$ cat config.mk
export PLATFORM = sky130hd
export DESIGN_NAME = rasi_div
export DESIGN_NICKNAME = d
export VERILOG_FILES = /design/src/rtl/assert_macros.svh /design/src/rtl/rasi_pkg.sv /design/src/rtl/rasi_div.sv
export SDC_FILE = /design/constraint.sdc
export NUM_CORES = 2
export LEC_CHECK = 0
export BUFFER_PORTS_ARGS = -buffer_cell sky130_fd_sc_hd__buf_2
export CORE_UTILIZATION = 65
export CTS_BUF_LIST = sky130_fd_sc_hd__clkbuf_8
export CTS_CLUSTER_SIZE = 12
export DETAILED_ROUTE_END_ITERATION = 16
export PLACE_DENSITY = 0.94
export SLEW_MARGIN = 15
export SYNTH_ARGS = -nofsm -noshare
export SYNTH_HDL_FRONTEND = slang
export SYNTH_SLANG_ARGS = --single-unit
export TNS_END_PERCENT = 20
$ cat constraint.sdc
create_clock -name clk_i -period 8.1 [get_ports clk_i]
set_input_delay 1.215 -clock clk_i [delete_from_list [all_inputs] [get_ports clk_i]]
set_output_delay 1.215 -clock clk_i [all_outputs]
set_load 0.05 [all_outputs]
$ cat src/rtl/assert_macros.svh
// ---------------------------------------------------------------------------
// Assertion macros
// Concurrent assertion wrappers; empty bodies for synthesis.
// ---------------------------------------------------------------------------
`ifndef ASSERT_MACROS_SVH
`define ASSERT_MACROS_SVH

`ifndef SYNTHESIS
`define RASI_ASSERT(lbl, clk, rstn, prop) \
  lbl: assert property (@(posedge clk) disable iff (!rstn) prop) \
    else $error("assertion failed");
`define RASI_ASSERT_NEXT(lbl, clk, rstn, pre, post) \
  lbl: assert property (@(posedge clk) disable iff (!rstn) pre |=> post) \
    else $error("assertion failed");
`else
`define RASI_ASSERT(lbl, clk, rstn, prop)
`define RASI_ASSERT_NEXT(lbl, clk, rstn, pre, post)
`endif

`endif

$ cat src/rtl/rasi_pkg.sv
// ---------------------------------------------------------------------------
// rasi_pkg
// Widths, register indexes and slab merge logic of the ray/box unit.
// ---------------------------------------------------------------------------
package rasi_pkg;

  localparam int COORD_W   = 32;
  localparam int FRAC_W    = 16;
  localparam int MAG_W     = COORD_W + 1;
  localparam int Q_W       = COORD_W - 1;
  localparam int NUM_W     = MAG_W + FRAC_W;
  localparam int DIV_STEPS = Q_W;
  localparam int DIV_LAT   = DIV_STEPS + 2;
  // edges from the ray transfer to the result transfer
  localparam int PIPE_LAT  = DIV_LAT + 4;
  localparam int IDX_W     = 3;

  localparam logic [IDX_W-1:0] REG_MIN_X = 3'd0;
  localparam logic [IDX_W-1:0] REG_MIN_Y = 3'd1;
  localparam logic [IDX_W-1:0] REG_MIN_Z = 3'd2;
  localparam logic [IDX_W-1:0] REG_MAX_X = 3'd3;
  localparam logic [IDX_W-1:0] REG_MAX_Y = 3'd4;
  localparam logic [IDX_W-1:0] REG_MAX_Z = 3'd5;

  typedef struct packed {
    logic                      have;
    logic                      fail;
    logic signed [COORD_W-1:0] tmin;
    logic signed [COORD_W-1:0] tmax;
  } slab_t;

  typedef struct packed {
    logic dzero;
    logic in_slab;
  } axis_flags_t;

  function automatic slab_t slab_merge(slab_t s, logic signed [COORD_W-1:0] an,
                                       logic signed [COORD_W-1:0] af,
                                       axis_flags_t f);
    slab_t r;
    r = s;
    if (!s.fail) begin
      if (f.dzero) begin
        if (!f.in_slab) r.fail = 1'b1;
      end else if (!s.have) begin
        r.have = 1'b1;
        r.tmin = an;
        r.tmax = af;
      end else if ((s.tmin > af) || (an > s.tmax)) begin
        r.fail = 1'b1;
      end else begin
        if (an > s.tmin) r.tmin = an;
        if (af < s.tmax) r.tmax = af;
      end
    end
    return r;
  endfunction

endpackage

$ cat src/rtl/rasi_div.sv
// ---------------------------------------------------------------------------
// rasi_div
// Pipelined saturating divider: (mag << FRAC_W) / dvs, one quotient bit a stage.
// ---------------------------------------------------------------------------
module rasi_div (
  input  logic                                 clk_i,
  input  logic [rasi_pkg::MAG_W-1:0]           mag_i,
  input  logic [rasi_pkg::COORD_W-1:0]         dvs_i,
  input  logic                                 neg_i,
  output logic signed [rasi_pkg::COORD_W-1:0]  quot_o
);

  localparam int CW = rasi_pkg::COORD_W;
  localparam int QW = rasi_pkg::Q_W;
  localparam int NS = rasi_pkg::DIV_STEPS;

  logic [CW-1:0] rem_q [NS+1];
  logic [QW-1:0] quo_q [NS+1];
  logic [QW-1:0] low_q [NS+1];
  logic [CW-1:0] dvs_q [NS+1];
  logic          sat_q [NS+1];
  logic          neg_q [NS+1];

  logic [rasi_pkg::NUM_W-1:0] num;
  logic                       sat_d;

  always_comb begin
    num   = {mag_i, {rasi_pkg::FRAC_W{1'b0}}};
    // quotient reaches 2^QW exactly when mag >= dvs << (QW - FRAC_W)
    sat_d = ({{(CW + QW - rasi_pkg::NUM_W){1'b0}}, num} >= {dvs_i, {QW{1'b0}}});
  end

  always_ff @(posedge clk_i) begin
    rem_q[0] <= CW'(num[rasi_pkg::NUM_W-1:QW]);
    low_q[0] <= num[QW-1:0];
    quo_q[0] <= '0;
    dvs_q[0] <= dvs_i;
    sat_q[0] <= sat_d;
    neg_q[0] <= neg_i;
  end

  for (genvar j = 0; j < NS; j++) begin : g_step
    logic [CW:0]   trial;
    logic          ge;
    logic [CW-1:0] rem_d;

    always_comb begin
      trial = {rem_q[j], low_q[j][QW-1-j]};
      ge    = (trial >= {1'b0, dvs_q[j]});
      rem_d = ge ? CW'(trial - {1'b0, dvs_q[j]}) : CW'(trial);
    end

    always_ff @(posedge clk_i) begin
      rem_q[j+1] <= rem_d;
      quo_q[j+1] <= {quo_q[j][QW-2:0], ge};
      low_q[j+1] <= low_q[j];
      dvs_q[j+1] <= dvs_q[j];
      sat_q[j+1] <= sat_q[j];
      neg_q[j+1] <= neg_q[j];
    end
  end

  logic [CW-1:0] qv;
  logic [CW-1:0] quot_d;

  always_comb begin
    qv = sat_q[NS] ? {1'b1, {QW{1'b0}}} : {1'b0, quo_q[NS]};
    if (neg_q[NS]) quot_d = CW'(-qv);
    else if (sat_q[NS]) quot_d = {1'b0, {QW{1'b1}}};
    else quot_d = qv;
  end

  always_ff @(posedge clk_i) begin
    quot_o <= quot_d;
  end

endmodule

Word level (Yosys, flattened, before mapping)
Memory sizes are Yosys's and may differ from the RTL's.
Index checks and enable logic that the tools add are counted.

word-level totals
  memories = 6
  RAM bits = 4096
  register bits after elaboration = 32
  word-level logic and storage cells = 105
  bits of input ports = 67
  output and inout bits = 32

memory list
  memory  depth  bits a word  read ports  clocked after memory_dff  write ports  RTL line        source
  dvs_q   32     32           31          0                         32           rasi_div.sv:20  logic [CW-1:0] dvs_q [NS+1];
  rem_q   32     32           31          0                         32           rasi_div.sv:17  logic [CW-1:0] rem_q [NS+1];
  low_q   32     31           31          0                         32           rasi_div.sv:19  logic [QW-1:0] low_q [NS+1];
  quo_q   32     31           32          0                         32           rasi_div.sv:18  logic [QW-1:0] quo_q [NS+1];
  neg_q   32     1            32          0                         32           rasi_div.sv:22  logic neg_q [NS+1];
  sat_q   32     1            32          0                         32           rasi_div.sv:21  logic sat_q [NS+1];

cells by class
  $lt $le $gt $ge = 32
  add/sub/neg operators = 32
  multiplexer cells = 34

operators by type and width
  cell                                              count
  32-bit 2-to-1 mux                                 34
  33-bit by 32-bit >= comparator with 1-bit output  31
  32-bit subtractor                                 31
  49-bit by 63-bit >= comparator with 1-bit output  1
  32-bit negation                                   1

Logic depth before layout (Yosys ltp)
An unclocked memory read counts as a cell.

  word-level depth = 4
  depth in mapped cells = 16
  gate-level depth less buffers = 14

Worst setup path before layout
Ideal clock, no wire load.

  path kind = flip-flop to flip-flop
  start = memory dvs_q[2][80] (netlist bit)
  end = memory rem_q[11][10] (netlist bit)
  data arrival time = 3.243 ns
  path buffers = 1
  cell stages (with the launch flop) = 15
  clock period less this slack = 3.364 ns
  path slack = 4.736 ns
  cell sequence = dfxtp_1 > inv_1 > ha_1 > and3_1 > and2_4 > a221oi_2 > o21ai_2 > a221oi_2 > o21ai_2 > a31oi_4 > o21a_2 > a21oi_2 > a2111oi_4 > buf_6 > mux2_4

RTL lines
  item         RTL line
  from (decl)  rasi_div.sv:20
  to (decl)    rasi_div.sv:17

==> run_results.csv <==
group,metric,value,unit
hold_path,hold_path_class,"in2reg",
synth,synth.avg_cell_area,9.62,sq um
flow_run,maxCapViolations,0,
drt,vias,88200,
sta,hold_violations,0,
drt,top_layer,"met5",
drt,wl_met3,18.5,mm
finish,fin_nets,13500,
drt,wl_met2,133,mm
synth,ys_ff_latch,2682,
critical_path,worstSetupPathType,"reg2reg",
sta,period_share,54.8,%
drt,route.detailed.drc,0,
drt,wirelength,282,mm
clock_tree,clockBufferDepth,4,
critical_path,crit_required,9.07,ns
pwr,max-vdd-ir-drop,0.228,mV
placement,post_dp_cell_area,0.119,sq mm
sta,drv_slew,0,
sta,tightest_slew,1.12,ns
synth,synth_edf_count,0,
drt,drtIter0Drc,7365,
sta,rsz0062_at_grt,"false",
die,start_util,65.4,%
drt,viasPerCell,5.84,
die,fp.coreArea,0.178,sq mm
placement,place.gp.congestion,0.978,
sta,tns,0,ns
synth,syn_area,0.116,sq mm
sta,clock_skew,0.0567,ns
drt,drt_first_pass_iters,8,
die,io_pins,99,
sta,worst_slack,3.66,ns
finish,seqCellArea,0.0537,sq mm
sta,setup_viol,0,
sta,max_freq,225,MHz
clock_tree,clock_latency,1.10,ns
global_routing,track_usage,30.5,%
die,die_w,425,um
critical_path,cp_max_fo,46,
pwr,power_density,413,mW/mm^2
critical_path,cp.arrival,5.40,ns
pwr,p_leak,61.1,nW
global_routing,first_global_vias,87400,
finish,drive_above_1_share,10.5,%
drt,drt-met1-wl,118,mm
synth,syn_nets,13200,
synth,synth_warnings,0,
sta,period_minus_slack,4.44,ns
synth,synth_area_leaders,"dfxtp_1 46%, ha_1 11%, inv_1 4.1%, mux2_2 4.1%, a21oi_1 4.0%",
synth,yosysMostFrequentCell,"dfxtp_1",
clock_tree,cts-root-buf,"clkbuf_8",
finish,fillCellCount,12600,
run_status,status,"finished, final reports clean",
finish,area_growth,10.0,%
clock_tree,postCtsResizedCells,0,
clock_tree,cts_buffers,419,
clock_tree,clk_pin_slew,0.06,ns
critical_path,end_kind,"flop",
placement,place_hpwl,212,mm
synth,seq_area_frac_synth,46.1,%
die,rows,155,
finish,final_cell_area,0.128,sq mm
clock_tree,htreeDepth,5,
synth,synth-main-ff-cell,"dfxtp_1",
die,die_y,425,um
clock_tree,clock_sinks,2682,
clock_tree,tritoncts,"done",
synth,yosysTopAreaCell,"dfxtp_1",
critical_path,startpoint_type,"flop",
sta,fin_hold_ws,0.228,ns
clock_tree,cts_hold_buf,0,
drt,ant_nets,0,
synth,async_reset_ff_share,0,%
synth,post_synth_num_cell_types,103,
global_routing,grt_max_degree,62,
synth,synthCells,12100,
global_routing,antenna_found_initial,10,
global_routing,grt_pass1_wl,450,mm
placement,io_buffers,98,
finish,multi_input_area,0.0571,sq mm
synth,yosys-top-cells-count,"2682 x dfxtp_1, 1282 x inv_1, 997 x ha_1",
synth,yosys.area.top_type_share,46.1,%
global_routing,grt_overflow,0,
sta,relSlewSlack,25.3,%
drt,wl_per_cell,18.7,um
die,dieArea,0.181,sq mm
placement,pre_cts_ws,3.68,ns
clock_tree,postCtsSetupRepairBufs,0,
worst paths after layout:
check | cells after the start | slack (ns) | from | end
worst max-delay path | 13 | 3.66 | dvs_q[5][1]$_DFF_P_ | rem_q[21][8]$_DFF_P_
worst min-delay path | 1 | 0.23 | dvs_i[15] | dvs_q[0][15]$_DFF_P_
worst max register to register | 13 | 3.66 | dvs_q[5][1]$_DFF_P_ | rem_q[21][8]$_DFF_P_
worst min register to register | 0 | 0.29 | quo_q[4][63]$_DFF_P_ | quo_q[4][95]$_DFF_P_
cells by family (layout without fill, tap and decap cells):
kind of cell,after synthesis,in the layout,share of synthesized area [%]
compound gates,3086,3086,16.8
xor+xnor,779,779,5.86
fa+ha+maj,1027,1027,11.2
buf+inv,1525,2145,5.06
flops,2682,2682,46.1
mux,490,490,4.76
other cells,0,10,0
simple gates,2517,2517,10.2
per-stage QoR:
step / util, % / power [mW] / std cells
floorplan: - / 35.3 / 12100
global placement: 66.9 / 39.6 / 14300
detailed placement: 66.9 / 40.4 / 14300
CTS: 71.9 / 52.6 / 15100
global route: 71.9 / 56.1 / 15100
finish: 71.9 / 52.9 / 15100
per-layer routing:
metal  vias to the layer above  track usage, %
li1                      42500               -
met1                     41400            37.9
met2                      3366            51.5
met3                       905            5.15
met4                         2            14.5
met5                         -               0
layout make-up:
class / count / share of cell area (%)
Antenna cell: 10 / 0.0195
Clock buffer: 538 / 5.78
Clock inverter: 194 / 1.15
Inverter: 1285 / 3.76
Multi-Input combinational cell: 7899 / 44.5
Sequential cell: 2682 / 41.9
Tap cell: 2355 / 2.30
Timing Repair Buffer: 128 / 0.559
registers in the layout (all words and copies together), names as in the netlist:
register,cells
neg_q,32
quot_o,32
low_q,120
quo_q,496
sat_q,32
dvs_q,992
rem_q,978
critical path, stage by stage, from the launching register on:
cell and delay [ns]:
dfxtp_1 0.38, inv_1 0.06, ha_1 0.29, nor2b_1 0.13
o21ai_0 0.12, a21o_1 0.23, a31oi_1 0.32, o31ai_1 0.21
o31ai_1 0.48, a221oi_1 0.27, o31ai_1 0.48, a21o_1 0.41
buf_4 0.50, mux2_2 0.39
power by group:
| group | leakage (nW) | total [mW] | switching [mW] | internal (mW) |
|---|---|---|---|---|
| Sequential | 22.5 | 18.4 | 2.05 | 16.4 |
| Combinational | 33.7 | 22.6 | 12.6 | 10.1 |
| Clock | 4.96 | 11.8 | 5.20 | 6.63 |
| Total | 61.1 | 52.9 | 19.8 | 33.1 |
layout by cell type (no fill, tap or decap), drive strengths merged, types with 142 or more instances in the layout:
cell,synthesis,final
a21o,529,529
a21oi,937,937
clkbuf,153,538
dfxtp,2682,2682
ha,997,997
inv,1284,1382
mux2,450,450
nand2,786,786
nand3,204,204
nor2,646,646
nor2b,142,142
nor3,144,144
o21ai,711,711
xnor2,479,479
xor2,300,300
Note: power is estimated with default switching activity, not from simulation.
